--- src/rtl/assert_macros.svh ---
// Assertion macros shared by the line editor RTL.
`ifndef ASSERT_MACROS_SVH
`define ASSERT_MACROS_SVH
// Implication checked every clock edge, off during reset.
`define CHK_IMPLY(label, clk, rst_n, a, b, msg) \
  label: assert property (@(posedge clk) disable iff (!rst_n) (a) |-> (b)) else $error(msg);
// Next-cycle implication.
`define CHK_NEXT(label, clk, rst_n, a, b, msg) \
  label: assert property (@(posedge clk) disable iff (!rst_n) (a) |=> (b)) else $error(msg);
`endif

--- src/rtl/tle_pkg.sv ---
// Package for the terminal line editor: types, codes and constants.
`default_nettype none
package tle_pkg;
  localparam int LineMaxDef   = 16;
  localparam int EscapeMaxDef = 8;
  localparam int CmdQDepth    = 2;

  localparam logic [7:0] KeyEsc   = 8'h1b;
  localparam logic [7:0] KeyBs    = 8'h08;
  localparam logic [7:0] KeyDel   = 8'h7f;
  localparam logic [7:0] KeyCtrlC = 8'h03;
  localparam logic [7:0] KeyCr    = 8'h0d;
  localparam logic [7:0] KeyLf    = 8'h0a;
  localparam logic [7:0] KeyLbr   = 8'h5b;
  localparam logic [7:0] KeySpace = 8'h20;

  localparam logic [1:0] KindEcho = 2'd0;
  localparam logic [1:0] KindLine = 2'd1;
  localparam logic [1:0] KindEnd  = 2'd2;

  typedef enum logic [2:0] {
    OP_INSERT, OP_BS, OP_DEL, OP_LEFT, OP_RIGHT, OP_ENTER, OP_CANCEL
  } op_t;

  // Classified command handed from front to back.
  typedef struct packed {
    op_t        op;
    logic [7:0] ch;
    logic [7:0] cnt;   // move count, 255 = unlimited, 0 = to home/end
  } cmd_t;

  typedef enum logic [3:0] {
    S_IDLE, S_INS_SHIFT, S_INS_ECHO, S_INS_BACK, S_DEL_SHIFT, S_DEL_ECHO,
    S_DEL_NUL, S_DEL_SP, S_DEL_BACK, S_MOVE, S_TXT, S_LINE, S_END, S_NONE
  } bstate_t;
endpackage
`default_nettype wire

--- src/rtl/tle_front.sv ---
// Front end: escape collection, count parsing, keystroke classification.
`default_nettype none
module tle_front #(
  parameter int EscapeMax = tle_pkg::EscapeMaxDef
) (
  input  wire logic          clk,
  input  wire logic          rst_n,
  input  wire logic          key_valid,
  input  wire logic [7:0]    key,
  output logic               key_stall,
  output logic               cmd_valid,
  output tle_pkg::cmd_t      cmd,
  input  wire logic          cmd_stall
);
  localparam int SW = $clog2(EscapeMax + 3);
  // Count parse runs incrementally as bytes arrive.
  typedef enum logic [1:0] {P_LEAD, P_DIG, P_STOP} pst_t;

  logic [SW-1:0] stage_r, stage_nxt;
  pst_t          pst_r, pst_nxt;
  logic          neg_r, neg_nxt;
  logic [7:0]    mag_r, mag_nxt;
  logic          is_print, is_letter, accept;
  logic [11:0]   mag_x;
  logic [7:0]    cnt_v;

  assign key_stall = cmd_stall;
  assign accept    = key_valid && !cmd_stall;
  assign is_print  = key >= 8'h20 && key <= 8'h7e;
  assign is_letter = (key >= 8'h41 && key <= 8'h5a) || (key >= 8'h61 && key <= 8'h7a);
  assign mag_x     = 12'(mag_r) * 12'd10 + 12'(key - 8'h30);

  always_comb begin
    stage_nxt = stage_r; pst_nxt = pst_r; neg_nxt = neg_r; mag_nxt = mag_r;
    cmd_valid = 1'b0;
    cmd = '{op: tle_pkg::OP_INSERT, ch: key, cnt: 8'd0};
    cnt_v = (mag_r == 8'd0) ? 8'd1 : (neg_r ? 8'd255 : mag_r);
    if (key == tle_pkg::KeyEsc) begin
      stage_nxt = SW'(1);
    end else if (is_print) begin
      if (stage_r == '0) begin
        cmd_valid = 1'b1;
      end else if (stage_r == SW'(1)) begin
        if (key == tle_pkg::KeyLbr) begin
          stage_nxt = SW'(2); pst_nxt = P_LEAD; neg_nxt = 1'b0; mag_nxt = '0;
        end else begin
          stage_nxt = '0; cmd_valid = 1'b1;
        end
      end else if (stage_r >= SW'(EscapeMax + 2)) begin
        stage_nxt = '0; cmd_valid = 1'b1;
      end else if (is_letter) begin
        stage_nxt = '0;
        case (key)
          8'h44: begin cmd_valid = 1'b1; cmd.op = tle_pkg::OP_LEFT;  cmd.cnt = cnt_v; end
          8'h48: begin cmd_valid = 1'b1; cmd.op = tle_pkg::OP_LEFT;  cmd.cnt = 8'd0; end
          8'h43: begin cmd_valid = 1'b1; cmd.op = tle_pkg::OP_RIGHT; cmd.cnt = cnt_v; end
          8'h46: begin cmd_valid = 1'b1; cmd.op = tle_pkg::OP_RIGHT; cmd.cnt = 8'd0; end
          default: ;
        endcase
      end else begin
        stage_nxt = stage_r + SW'(1);
        case (pst_r)
          P_LEAD: begin
            if (key == tle_pkg::KeySpace) pst_nxt = P_LEAD;
            else if (key == 8'h2b || key == 8'h2d) begin
              neg_nxt = key == 8'h2d; pst_nxt = P_DIG;
            end else if (key >= 8'h30 && key <= 8'h39) begin
              mag_nxt = key - 8'h30; pst_nxt = P_DIG;
            end else pst_nxt = P_STOP;
          end
          P_DIG: begin
            if (key >= 8'h30 && key <= 8'h39)
              mag_nxt = (mag_x > 12'd255) ? 8'd255 : mag_x[7:0];
            else pst_nxt = P_STOP;
          end
          default: ;
        endcase
      end
    end else if (key == tle_pkg::KeyBs) begin
      cmd_valid = 1'b1; cmd.op = tle_pkg::OP_BS;
    end else if (key == tle_pkg::KeyDel) begin
      cmd_valid = 1'b1; cmd.op = tle_pkg::OP_DEL;
    end else if (key == tle_pkg::KeyCr) begin
      cmd_valid = 1'b1; cmd.op = tle_pkg::OP_ENTER; stage_nxt = '0;
    end else if (key == tle_pkg::KeyCtrlC) begin
      cmd_valid = 1'b1; cmd.op = tle_pkg::OP_CANCEL; stage_nxt = '0;
    end
    cmd_valid = cmd_valid && key_valid;
  end

  always_ff @(posedge clk) begin
    if (!rst_n) begin
      stage_r <= '0; pst_r <= P_LEAD; neg_r <= 1'b0; mag_r <= '0;
    end else if (accept) begin
      stage_r <= stage_nxt; pst_r <= pst_nxt; neg_r <= neg_nxt; mag_r <= mag_nxt;
    end
  end
endmodule
`default_nettype wire

--- src/rtl/tle_cmdq.sv ---
// Short command queue between front and back end.
`default_nettype none
`include "assert_macros.svh"
module tle_cmdq #(
  parameter int Depth = tle_pkg::CmdQDepth
) (
  input  wire logic          clk,
  input  wire logic          rst_n,
  input  wire logic          wr_valid,
  input  wire tle_pkg::cmd_t wr_data,
  output logic               wr_stall,
  output logic               rd_valid,
  output tle_pkg::cmd_t      rd_data,
  input  wire logic          rd_take
);
  localparam int AW = (Depth > 1) ? $clog2(Depth) : 1;
  tle_pkg::cmd_t   mem_r [Depth];
  logic [AW-1:0]   wp_r, rp_r;
  logic [AW:0]     cnt_r, cnt_inc;
  logic            do_wr, do_rd;

  assign wr_stall = cnt_r == (AW+1)'(Depth);
  assign rd_valid = cnt_r != '0;
  assign rd_data  = mem_r[rp_r];
  assign do_wr    = wr_valid && !wr_stall;
  assign do_rd    = rd_take && rd_valid;
  assign cnt_inc  = cnt_r + (AW+1)'(1);

  always_ff @(posedge clk) begin
    if (do_wr) mem_r[wp_r] <= wr_data;
  end

  always_ff @(posedge clk) begin
    if (!rst_n) begin
      wp_r <= '0; rp_r <= '0; cnt_r <= '0;
    end else begin
      if (do_wr) wp_r <= (wp_r == AW'(Depth - 1)) ? '0 : wp_r + AW'(1);
      if (do_rd) rp_r <= (rp_r == AW'(Depth - 1)) ? '0 : rp_r + AW'(1);
      cnt_r <= cnt_r + (AW+1)'(do_wr) - (AW+1)'(do_rd);
    end
  end

  `CHK_IMPLY(a_no_overfill, clk, rst_n, 1'b1, cnt_r <= (AW+1)'(Depth), "queue overfilled")
  `CHK_NEXT(a_fill_tracks, clk, rst_n, do_wr && !do_rd, cnt_r == $past(cnt_inc), "count slip")
  `CHK_IMPLY(a_take_valid, clk, rst_n, rd_take, rd_valid, "take from empty queue")
endmodule
`default_nettype wire

--- src/rtl/tle_back.sv ---
// Back end: edits the line store and streams result words.
`default_nettype none
`include "assert_macros.svh"
module tle_back #(
  parameter int LineMax = tle_pkg::LineMaxDef
) (
  input  wire logic          clk,
  input  wire logic          rst_n,
  input  wire logic          cmd_valid,
  input  wire tle_pkg::cmd_t cmd,
  output logic               cmd_take,
  input  wire logic [4:0]    max_length,
  output logic               out_valid,
  output logic [1:0]         out_kind,
  output logic [7:0]         out_byte,
  output logic               out_status,
  output logic [4:0]         out_final_length,
  output logic               out_last,
  input  wire logic          out_stall
);
  localparam int CW = $clog2(LineMax + 1);
  localparam int AW = (LineMax > 1) ? $clog2(LineMax) : 1;

  tle_pkg::bstate_t st_r, st_nxt;
  logic [7:0]    line_r [LineMax];
  logic [CW-1:0] len_r, len_nxt, cur_r, cur_nxt, i_r, i_nxt, old_r, old_nxt;
  logic [7:0]    ch_r, ch_nxt, cnt_r, cnt_nxt, ctr_r, ctr_nxt;
  logic          wr_en;
  logic [AW-1:0] wr_a;
  logic [7:0]    wr_d;
  logic          o_v_r, o_v_nxt, go;
  logic [1:0]    o_k_r, o_k_nxt;
  logic [7:0]    o_b_r, o_b_nxt;
  logic          o_s_r, o_s_nxt, o_l_r, o_l_nxt;
  logic [4:0]    o_f_r, o_f_nxt;
  logic [CW-1:0] lim;
  logic          can_out;
  logic          end_step;

  // Each emit holds in the output register; advance only when it can be replaced.
  assign can_out = !o_v_r || !out_stall;
  assign lim = (32'(max_length) > LineMax) ? CW'(LineMax) : CW'(max_length);
  assign end_step = can_out && st_r == tle_pkg::S_END;

  always_comb begin
    st_nxt = st_r; len_nxt = len_r; cur_nxt = cur_r; i_nxt = i_r; old_nxt = old_r;
    ch_nxt = ch_r; cnt_nxt = cnt_r; ctr_nxt = ctr_r;
    wr_en = 1'b0; wr_a = '0; wr_d = ch_r;
    cmd_take = 1'b0; go = 1'b0;
    o_k_nxt = tle_pkg::KindEcho; o_b_nxt = 8'd0; o_s_nxt = 1'b0; o_f_nxt = '0;
    o_l_nxt = 1'b0;
    if (can_out) begin
      unique case (st_r)
        tle_pkg::S_IDLE: begin
          if (cmd_valid) begin
            cmd_take = 1'b1; ch_nxt = cmd.ch; cnt_nxt = cmd.cnt; ctr_nxt = 8'd0;
            unique case (cmd.op)
              tle_pkg::OP_INSERT:
                if (len_r < lim) begin st_nxt = tle_pkg::S_INS_SHIFT; i_nxt = len_r; end
              tle_pkg::OP_BS:
                if (len_r != '0 && cur_r != '0) begin
                  go = 1'b1; o_b_nxt = tle_pkg::KeyBs; cur_nxt = cur_r - CW'(1);
                  o_l_nxt = cur_r > len_r;  // only when no char remains after
                  old_nxt = len_r; i_nxt = cur_r - CW'(1);
                  if (cur_r - CW'(1) < len_r) st_nxt = tle_pkg::S_DEL_SHIFT;
                end
              tle_pkg::OP_DEL:
                if (len_r != '0 && cur_r < len_r) begin
                  old_nxt = len_r; i_nxt = cur_r; st_nxt = tle_pkg::S_DEL_SHIFT;
                end
              tle_pkg::OP_LEFT: begin
                if (cmd.cnt == 8'd0) cnt_nxt = 8'(cur_r);
                st_nxt = tle_pkg::S_MOVE;
              end
              tle_pkg::OP_RIGHT: begin
                if (cmd.cnt == 8'd0) cnt_nxt = 8'(len_r - cur_r);
                st_nxt = tle_pkg::S_MOVE;
              end
              tle_pkg::OP_ENTER: begin
                go = 1'b1; o_b_nxt = tle_pkg::KeyCr; st_nxt = tle_pkg::S_TXT;
              end
              tle_pkg::OP_CANCEL: begin
                go = 1'b1; o_b_nxt = 8'h5e; st_nxt = tle_pkg::S_TXT;
              end
              default: ;
            endcase
          end
        end
        tle_pkg::S_INS_SHIFT: begin
          if (i_r > cur_r) begin
            wr_en = 1'b1; wr_a = AW'(i_r); wr_d = line_r[AW'(i_r - CW'(1))];
            i_nxt = i_r - CW'(1);
          end else begin
            wr_en = 1'b1; wr_a = AW'(cur_r);
            cur_nxt = cur_r + CW'(1); len_nxt = len_r + CW'(1);
            i_nxt = cur_r; st_nxt = tle_pkg::S_INS_ECHO;
          end
        end
        tle_pkg::S_INS_ECHO: begin
          go = 1'b1; o_b_nxt = line_r[AW'(i_r)]; i_nxt = i_r + CW'(1);
          if (i_r + CW'(1) == len_r) begin
            i_nxt = cur_r;
            if (cur_r == len_r) begin o_l_nxt = 1'b1; st_nxt = tle_pkg::S_IDLE; end
            else st_nxt = tle_pkg::S_INS_BACK;
          end
        end
        tle_pkg::S_INS_BACK: begin
          go = 1'b1; o_b_nxt = tle_pkg::KeyBs; i_nxt = i_r + CW'(1);
          if (i_r + CW'(1) == len_r) begin o_l_nxt = 1'b1; st_nxt = tle_pkg::S_IDLE; end
        end
        tle_pkg::S_DEL_SHIFT: begin
          if (i_r + CW'(1) < old_r) begin
            wr_en = 1'b1; wr_a = AW'(i_r); wr_d = line_r[AW'(i_r + CW'(1))];
            i_nxt = i_r + CW'(1);
          end else begin
            i_nxt = cur_r;
            st_nxt = (cur_r + CW'(1) < old_r) ? tle_pkg::S_DEL_ECHO : tle_pkg::S_DEL_NUL;
          end
        end
        tle_pkg::S_DEL_ECHO: begin
          go = 1'b1; o_b_nxt = line_r[AW'(i_r)]; i_nxt = i_r + CW'(1);
          if (i_r + CW'(2) >= old_r) st_nxt = tle_pkg::S_DEL_NUL;
        end
        tle_pkg::S_DEL_NUL: begin
          go = 1'b1; o_b_nxt = 8'h00; st_nxt = tle_pkg::S_DEL_SP;
        end
        tle_pkg::S_DEL_SP: begin
          go = 1'b1; o_b_nxt = tle_pkg::KeySpace; st_nxt = tle_pkg::S_DEL_BACK;
          ctr_nxt = 8'(old_r) + 8'd1 - 8'(cur_r);
        end
        tle_pkg::S_DEL_BACK: begin
          go = 1'b1; o_b_nxt = tle_pkg::KeyBs; ctr_nxt = ctr_r - 8'd1;
          if (ctr_r == 8'd1) begin
            o_l_nxt = 1'b1; len_nxt = old_r - CW'(1); st_nxt = tle_pkg::S_IDLE;
          end
        end
        tle_pkg::S_MOVE: begin
          // last flag needs to know whether another step follows
          if (ch_r == 8'h44 || ch_r == 8'h48) begin
            if (cur_r != '0 && cnt_r != 8'd0) begin
              go = 1'b1; o_b_nxt = tle_pkg::KeyBs;
              cur_nxt = cur_r - CW'(1); cnt_nxt = cnt_r - 8'd1;
              o_l_nxt = cur_r == CW'(1) || cnt_r == 8'd1;
              if (o_l_nxt) st_nxt = tle_pkg::S_IDLE;
            end else st_nxt = tle_pkg::S_IDLE;
          end else begin
            if (cur_r < len_r && cnt_r != 8'd0) begin
              go = 1'b1; o_b_nxt = line_r[AW'(cur_r)];
              cur_nxt = cur_r + CW'(1); cnt_nxt = cnt_r - 8'd1;
              o_l_nxt = cur_r + CW'(1) == len_r || cnt_r == 8'd1;
              if (o_l_nxt) st_nxt = tle_pkg::S_IDLE;
            end else st_nxt = tle_pkg::S_IDLE;
          end
        end
        tle_pkg::S_TXT: begin
          // ctr counts the fixed echo words after the first one
          go = 1'b1; ctr_nxt = ctr_r + 8'd1;
          if (ch_r == tle_pkg::KeyCtrlC) begin
            unique case (ctr_r[1:0])
              2'd0: o_b_nxt = 8'h43;
              2'd1: o_b_nxt = tle_pkg::KeyCr;
              default: begin o_b_nxt = tle_pkg::KeyLf; st_nxt = tle_pkg::S_END; end
            endcase
          end else begin
            o_b_nxt = tle_pkg::KeyLf; i_nxt = '0;
            st_nxt = (len_r != '0) ? tle_pkg::S_LINE : tle_pkg::S_END;
          end
        end
        tle_pkg::S_LINE: begin
          go = 1'b1; o_k_nxt = tle_pkg::KindLine; o_b_nxt = line_r[AW'(i_r)];
          i_nxt = i_r + CW'(1);
          if (i_r + CW'(1) == len_r) st_nxt = tle_pkg::S_END;
        end
        tle_pkg::S_END: begin
          go = 1'b1; o_k_nxt = tle_pkg::KindEnd; o_l_nxt = 1'b1;
          if (ch_r == tle_pkg::KeyCtrlC) o_s_nxt = 1'b1;
          else o_f_nxt = 5'(len_r);
          len_nxt = '0; cur_nxt = '0; st_nxt = tle_pkg::S_IDLE;
        end
        default: st_nxt = tle_pkg::S_IDLE;
      endcase
    end
    o_v_nxt = go ? 1'b1 : (o_v_r && out_stall);
  end

  always_ff @(posedge clk) begin
    if (wr_en) line_r[wr_a] <= wr_d;
  end

  always_ff @(posedge clk) begin
    if (go) begin
      o_k_r <= o_k_nxt; o_b_r <= o_b_nxt; o_s_r <= o_s_nxt;
      o_f_r <= o_f_nxt; o_l_r <= o_l_nxt;
    end
  end

  always_ff @(posedge clk) begin
    if (!rst_n) begin
      st_r <= tle_pkg::S_IDLE; len_r <= '0; cur_r <= '0; o_v_r <= 1'b0;
      i_r <= '0; old_r <= '0; ch_r <= '0; cnt_r <= '0; ctr_r <= '0;
    end else begin
      st_r <= st_nxt; len_r <= len_nxt; cur_r <= cur_nxt; o_v_r <= o_v_nxt;
      i_r <= i_nxt; old_r <= old_nxt; ch_r <= ch_nxt; cnt_r <= cnt_nxt; ctr_r <= ctr_nxt;
    end
  end

  assign out_valid        = o_v_r;
  assign out_kind         = o_k_r;
  assign out_byte         = o_b_r;
  assign out_status       = o_s_r;
  assign out_final_length = o_f_r;
  assign out_last         = o_l_r;

  `CHK_IMPLY(a_cursor_in_line, clk, rst_n, 1'b1, cur_r <= len_r, "cursor past end")
  `CHK_IMPLY(a_len_limit, clk, rst_n, 1'b1, len_r <= CW'(LineMax), "line overflow")
  `CHK_NEXT(a_end_clears, clk, rst_n, end_step, len_r == '0 && cur_r == '0, "line not cleared")
endmodule
`default_nettype wire

--- src/rtl/terminal_line_editor.sv ---
// Top level of the terminal line editor: front, command queue, back, config.
//
//  channel  | handshake              | payload
//  in_      | in_valid / in_stall    | in_key_byte
//  out_     | out_valid / out_stall  | out_kind, out_out_byte, out_status,
//           |                        | out_final_length, out_last
//  cfg_     | APB write/read         | max_length at address 0
//
// The front classifies one keystroke per cycle while the queue is not full;
// escape bytes produce no word. A command is registered in the queue; the back
// then takes it in S_IDLE, shifts the buffer an entry at a time, and emits words.
// Worst case is a backspace at column 1 of a full 16-char line: 35 words.
// The output register holds a word under out_stall and the back waits on it.
// Reset (synchronous, rst_n low) empties the line, queue and escape state and
// sets max_length to 16.
`default_nettype none
module terminal_line_editor #(
  parameter int LineMax   = tle_pkg::LineMaxDef,
  parameter int EscapeMax = tle_pkg::EscapeMaxDef
) (
  input  wire logic       clk,
  input  wire logic       rst_n,
  input  wire logic       in_valid,
  output logic            in_stall,
  input  wire logic [7:0] in_key_byte,
  output logic            out_valid,
  input  wire logic       out_stall,
  output logic [1:0]      out_kind,
  output logic [7:0]      out_out_byte,
  output logic            out_status,
  output logic [4:0]      out_final_length,
  output logic            out_last,
  input  wire logic       cfg_psel,
  input  wire logic       cfg_penable,
  input  wire logic       cfg_pwrite,
  input  wire logic [1:0] cfg_paddr,
  input  wire logic [31:0] cfg_pwdata,
  output logic [31:0]     cfg_prdata,
  output logic            cfg_pready
);
  logic [4:0]    max_len_r;
  logic          fq_valid, fq_stall, q_valid, q_take;
  tle_pkg::cmd_t fq_cmd, q_cmd;

  // Config register: max_length lives at byte 0.
  assign cfg_pready = 1'b1;
  assign cfg_prdata = (cfg_paddr == 2'd0) ? {27'd0, max_len_r} : 32'd0;
  always_ff @(posedge clk) begin
    if (!rst_n) max_len_r <= 5'd16;
    else if (cfg_psel && cfg_penable && cfg_pwrite && cfg_paddr == 2'd0)
      max_len_r <= cfg_pwdata[4:0];
  end

  tle_front #(.EscapeMax(EscapeMax)) u_front (
    .clk, .rst_n, .key_valid(in_valid), .key(in_key_byte), .key_stall(in_stall),
    .cmd_valid(fq_valid), .cmd(fq_cmd), .cmd_stall(fq_stall)
  );

  tle_cmdq u_q (
    .clk, .rst_n, .wr_valid(fq_valid), .wr_data(fq_cmd), .wr_stall(fq_stall),
    .rd_valid(q_valid), .rd_data(q_cmd), .rd_take(q_take)
  );

  tle_back #(.LineMax(LineMax)) u_back (
    .clk, .rst_n, .cmd_valid(q_valid), .cmd(q_cmd), .cmd_take(q_take),
    .max_length(max_len_r), .out_valid, .out_kind, .out_byte(out_out_byte),
    .out_status, .out_final_length, .out_last, .out_stall
  );
endmodule
`default_nettype wire

--- config.mk ---
export PLATFORM = sky130hd
export DESIGN_NAME = terminal_line_editor
export DESIGN_NICKNAME = d
export VERILOG_FILES = /design/src/rtl/tle_pkg.sv /design/src/rtl/tle_front.sv /design/src/rtl/tle_cmdq.sv /design/src/rtl/tle_back.sv /design/src/rtl/terminal_line_editor.sv
export VERILOG_INCLUDE_DIRS = /design/src /design/src/rtl
export SDC_FILE = /design/constraint.sdc
export NUM_CORES = 1
export LEC_CHECK = 0
export BUFFER_PORTS_ARGS = -buffer_cell sky130_fd_sc_hd__buf_4
export CORE_ASPECT_RATIO = 1.25
export CORE_UTILIZATION = 65
export DETAILED_ROUTE_END_ITERATION = 12
export PLACE_DENSITY = 0.9
export SLEW_MARGIN = 20
export SYNTH_ARGS = -nofsm -noshare
export SYNTH_HDL_FRONTEND = slang
export SYNTH_SLANG_ARGS = --single-unit
--- constraint.sdc ---
create_clock -name clk -period 7.89 [get_ports clk]
set_clock_uncertainty 0.05 [all_clocks]
set_input_delay 0 -clock clk [delete_from_list [all_inputs] [get_ports clk]]
set_output_delay 0 -clock clk [all_outputs]
set_load 0.05 [all_outputs]
==> flow_metrics.py <==
metrics = {
    "worst_setup_path": {
        "r2r-end": "u_back.line_r[2][0]",
        "critPathKind": "register to register",
        "crit_fanout": 26,
        "timing.rr.start": "u_back.i_r[0]",
        "r2r_slack_ns": 2.51,
        "cp-start-kind": "register",
        "arrival_ns": 5.62,
        "crit_path_end_kind": "register",
        "r2r.worst_path.cells": 11,
        "critPathRequiredTime_ns": 8.12,
    },
    "sta": {
        "hold_ws_ns": 0.0121,
        "setup_viol": 0,
        "hold_viol_final": 0,
        "tns_ns": 0,
        "worst_slew_pin_slew_ns": 1.19,
        "min_period_ns": 5.38,
        "rsz0062_at_grt": "no",
        "fmax_mhz": 186,
        "finalCritPeriodShare_pct": 68.3,
        "relSlewSlack_pct": 20.6,
        "slew_viol_final": 0,
    },
    "cts": {
        "root_buffer": "clkbuf_16",
        "cts.path.max_buffers": 3,
        "path_clk_slew_ns": 0.07,
        "cts_setup_buffers": 0,
        "cts_tree": "yes",
        "clock-sinks": 265,
        "cts-buffers-inserted": 28,
        "clk_latency_ns": 0.58,
        "htreeDepth": 1,
    },
    "logic_synthesis": {
        "synth_edf_count": 183,
        "synth_top_family_by_area": "multiplexers",
        "async_flop_share_pct": 0,
        "synthMuxAreaShare_pct": 21.7,
        "netlist_area_mm2": 0.0187,
        "synthXorXnorAreaFrac_pct": 3.09,
        "synth_compound_area_share_pct": 12.3,
        "ys.warnings.count": 0,
        "seq_area_frac_synth_pct": 38.2,
        "synth_ff_type": "edfxtp_1",
        "synth-simple-area-share_pct": 13.2,
        "yosysUniqueCellTypes": 93,
        "ys_ff_latch": 265,
        "syn_inst": 1633,
        "synthAdderAreaFrac_pct": 6.52,
        "avgSynthCellArea_um2": 11.4,
    },
    "power": {
        "p_total_mw": 7.28,
        "p_leak_nw": 7.27,
        "ir_worst_vdd_v": 0.000278,
        "p_per_area_mw_per_mm2": 356,
    },
    "drt": {
        "dr_wl_met3_um": 7090,
        "routed.top_layer": "met5",
        "drt_first_iter_violations": 1922,
        "firstDrtPassIters": 8,
        "drc": 0,
        "vias": 15488,
        "wirelength_met1_um": 18900,
        "route.met2.wl_um": 27100,
        "via_per_inst": 7.60,
        "finalWirelength_um": 58000,
        "ant_nets": 0,
        "route.detailed.wl_per_inst_um": 28.5,
    },
    "status": {
        "status": "completed",
    },
    "global_route": {
        "grt_pass1_vias": 15357,
        "grt_start_max_net_pins": 59,
        "grt_pass1_wl_um": 89600,
        "grt.total_usage_pct": 40.5,
        "antenna_found_initial": 1,
        "grt_overflow": 0,
    },
    "finish": {
        "layout-drive-gt1-share_pct": 19.9,
        "fin_area_mm2": 0.0205,
        "finalNetCount": 1805,
        "fin_util_pct": 72.2,
        "area_growth_pct": 9.47,
    },
    "die": {
        "die_x_um": 154,
        "die_height_um": 192,
        "initial_core_util_pct": 66.0,
        "dieArea_mm2": 0.0294,
        "rows": 69,
        "core_mm2": 0.0283,
        "ios": 101,
    },
    "worst_hold_path": {
        "min_path_type": "primary input to register",
        "min-delay-start": "cfg_penable",
        "hold_depth": 4,
        "min_to": "max_len_r[3]",
    },
    "placement": {
        "portBuffers": 45,
        "gp_congestion": 1.02,
        "post_dp_cell_area_mm2": 0.0193,
        "place_hpwl_um": 38800,
    },
    "flow_run": {
        "cap_violations": 0,
    },
}
[placed cells by master (no fill, tap or decap), types with 27 or more instances in the layout]
master	netlist	routed
clkbuf_16	0	30
a21oi_1	79	78
nand2_1	112	112
nand3_1	29	29
nor3_1	42	41
dfxtp_1	82	78
buf_4	29	78
mux4_2	160	160
nor2_1	112	112
conb_1	2	28
nand2b_1	27	27
o21ai_0	51	51
mux2i_1	33	33
edfxtp_1	183	183
inv_1	64	64
ha_1	91	91
[per-layer routing]
| layer | GRT usage [%] | up-vias |
|---|---|---|
| met5 | 0 | - |
| met4 | 29.6 | 2 |
| met3 | 10.4 | 380 |
| met2 | 64.9 | 1378 |
| met1 | 47.8 | 7307 |
| li1 | - | 6421 |
[stage by stage]
step | instances | setup slack, ns
2_1_floorplan | 1659 | 3.62
6_report | 2039 | 2.51
5_1_grt | 2038 | 2.28
4_1_cts | 2038 | 2.50
3_3_place_gp | 1965 | 3.05
3_5_place_dp | 1965 | 2.67
[critical path: stages (launching register included)]
cell and delay, ns:
dfxtp_1 1.02, clkinv_2 0.19, ha_1 0.34, buf_4 0.43
ha_1 0.32, nor2b_1 0.13, o21ai_0 0.15, a21oi_1 0.13
nor3_1 0.48, o2111ai_1 0.61, nor3_1 0.95, buf_4 0.28
[cell families after synthesis]
kind of cell / count (synthesis)
fa+ha+maj: 95
flops: 265
compound gates: 341
simple gates: 473
xor+xnor: 58
mux: 203
buf+inv: 196
other cells: 2
[timing repair]
action | 4_1_cts | 5_1_grt
endpoints found under the setup margin | 0 | 0
endpoints found under the hold margin | 55 | 0
resized for setup | 0 | 0
hold buffers | 21 | 0
[final cells by class]
class	instances	area [um^2]
antenna	1	2.50
clock buffer	38	801
clock inverter	14	121
fill	1779	7860
inverter	68	256
multi-input combinational	1198	10900
sequential	265	7140
tap	355	444
timing repair buffer	100	807
[cells in the mapped netlist (27+ instances only)]
cell type	n	share of area (%)
ha_1	91	6.1
mux4_2	160	19
clkbuf_1	50	1.0
inv_1	64	1.3
xor2_1	27	1.3
nor3_1	42	1.1
o21ai_0	51	1.4
nor4_1	32	1.1
nor2_1	112	2.2
mux2i_1	33	1.8
nand2b_1	27	0.90
nand2_1	112	2.2
a21oi_1	79	2.1
edfxtp_1	183	29
buf_2	29	0.78
buf_4	29	1.2
dfxtp_1	82	8.8
nand3_1	29	0.78
[how the worst max path moves through the flow]
stage          slack [ns]          start  cells after the start                    to
2_1_floorplan        3.62  u_back.i_r[0]                     13  u_back.line_r[14][0]
3_3_place_gp         3.05  u_back.i_r[0]                     11   u_back.line_r[2][7]
3_5_place_dp         2.67  u_back.i_r[0]                     12   u_back.line_r[3][7]
4_1_cts              2.50  u_back.i_r[0]                     12   u_back.line_r[3][0]
5_1_grt              2.28  u_back.i_r[0]                     11   u_back.line_r[2][0]
6_report             2.51  u_back.i_r[0]                     11   u_back.line_r[2][0]
[sequential cells by signal, indices dropped and copies added, names as in the netlist, 5 cells and up, named ones only]
register / count
max_len_r: 5
u_back.ch_r: 8
u_back.len_r: 5
u_q.mem_r: 38
u_front.mag_r: 8
u_back.ctr_r: 8
u_back.cur_r: 5
u_back.old_r: 5
u_back.i_r: 5
u_back.cnt_r: 8
u_back.out_final_length: 5
u_back.line_r: 128
u_back.out_byte: 8
[power breakdown]
group	leakage, nW	switching (mW)	total (mW)	internal (mW)
logic	4.46	2.27	3.85	1.57
registers	2.35	0.307	2.10	1.79
clock network	0.458	0.583	1.34	0.753
No activity file was read; power rests on OpenSTA's default activity.
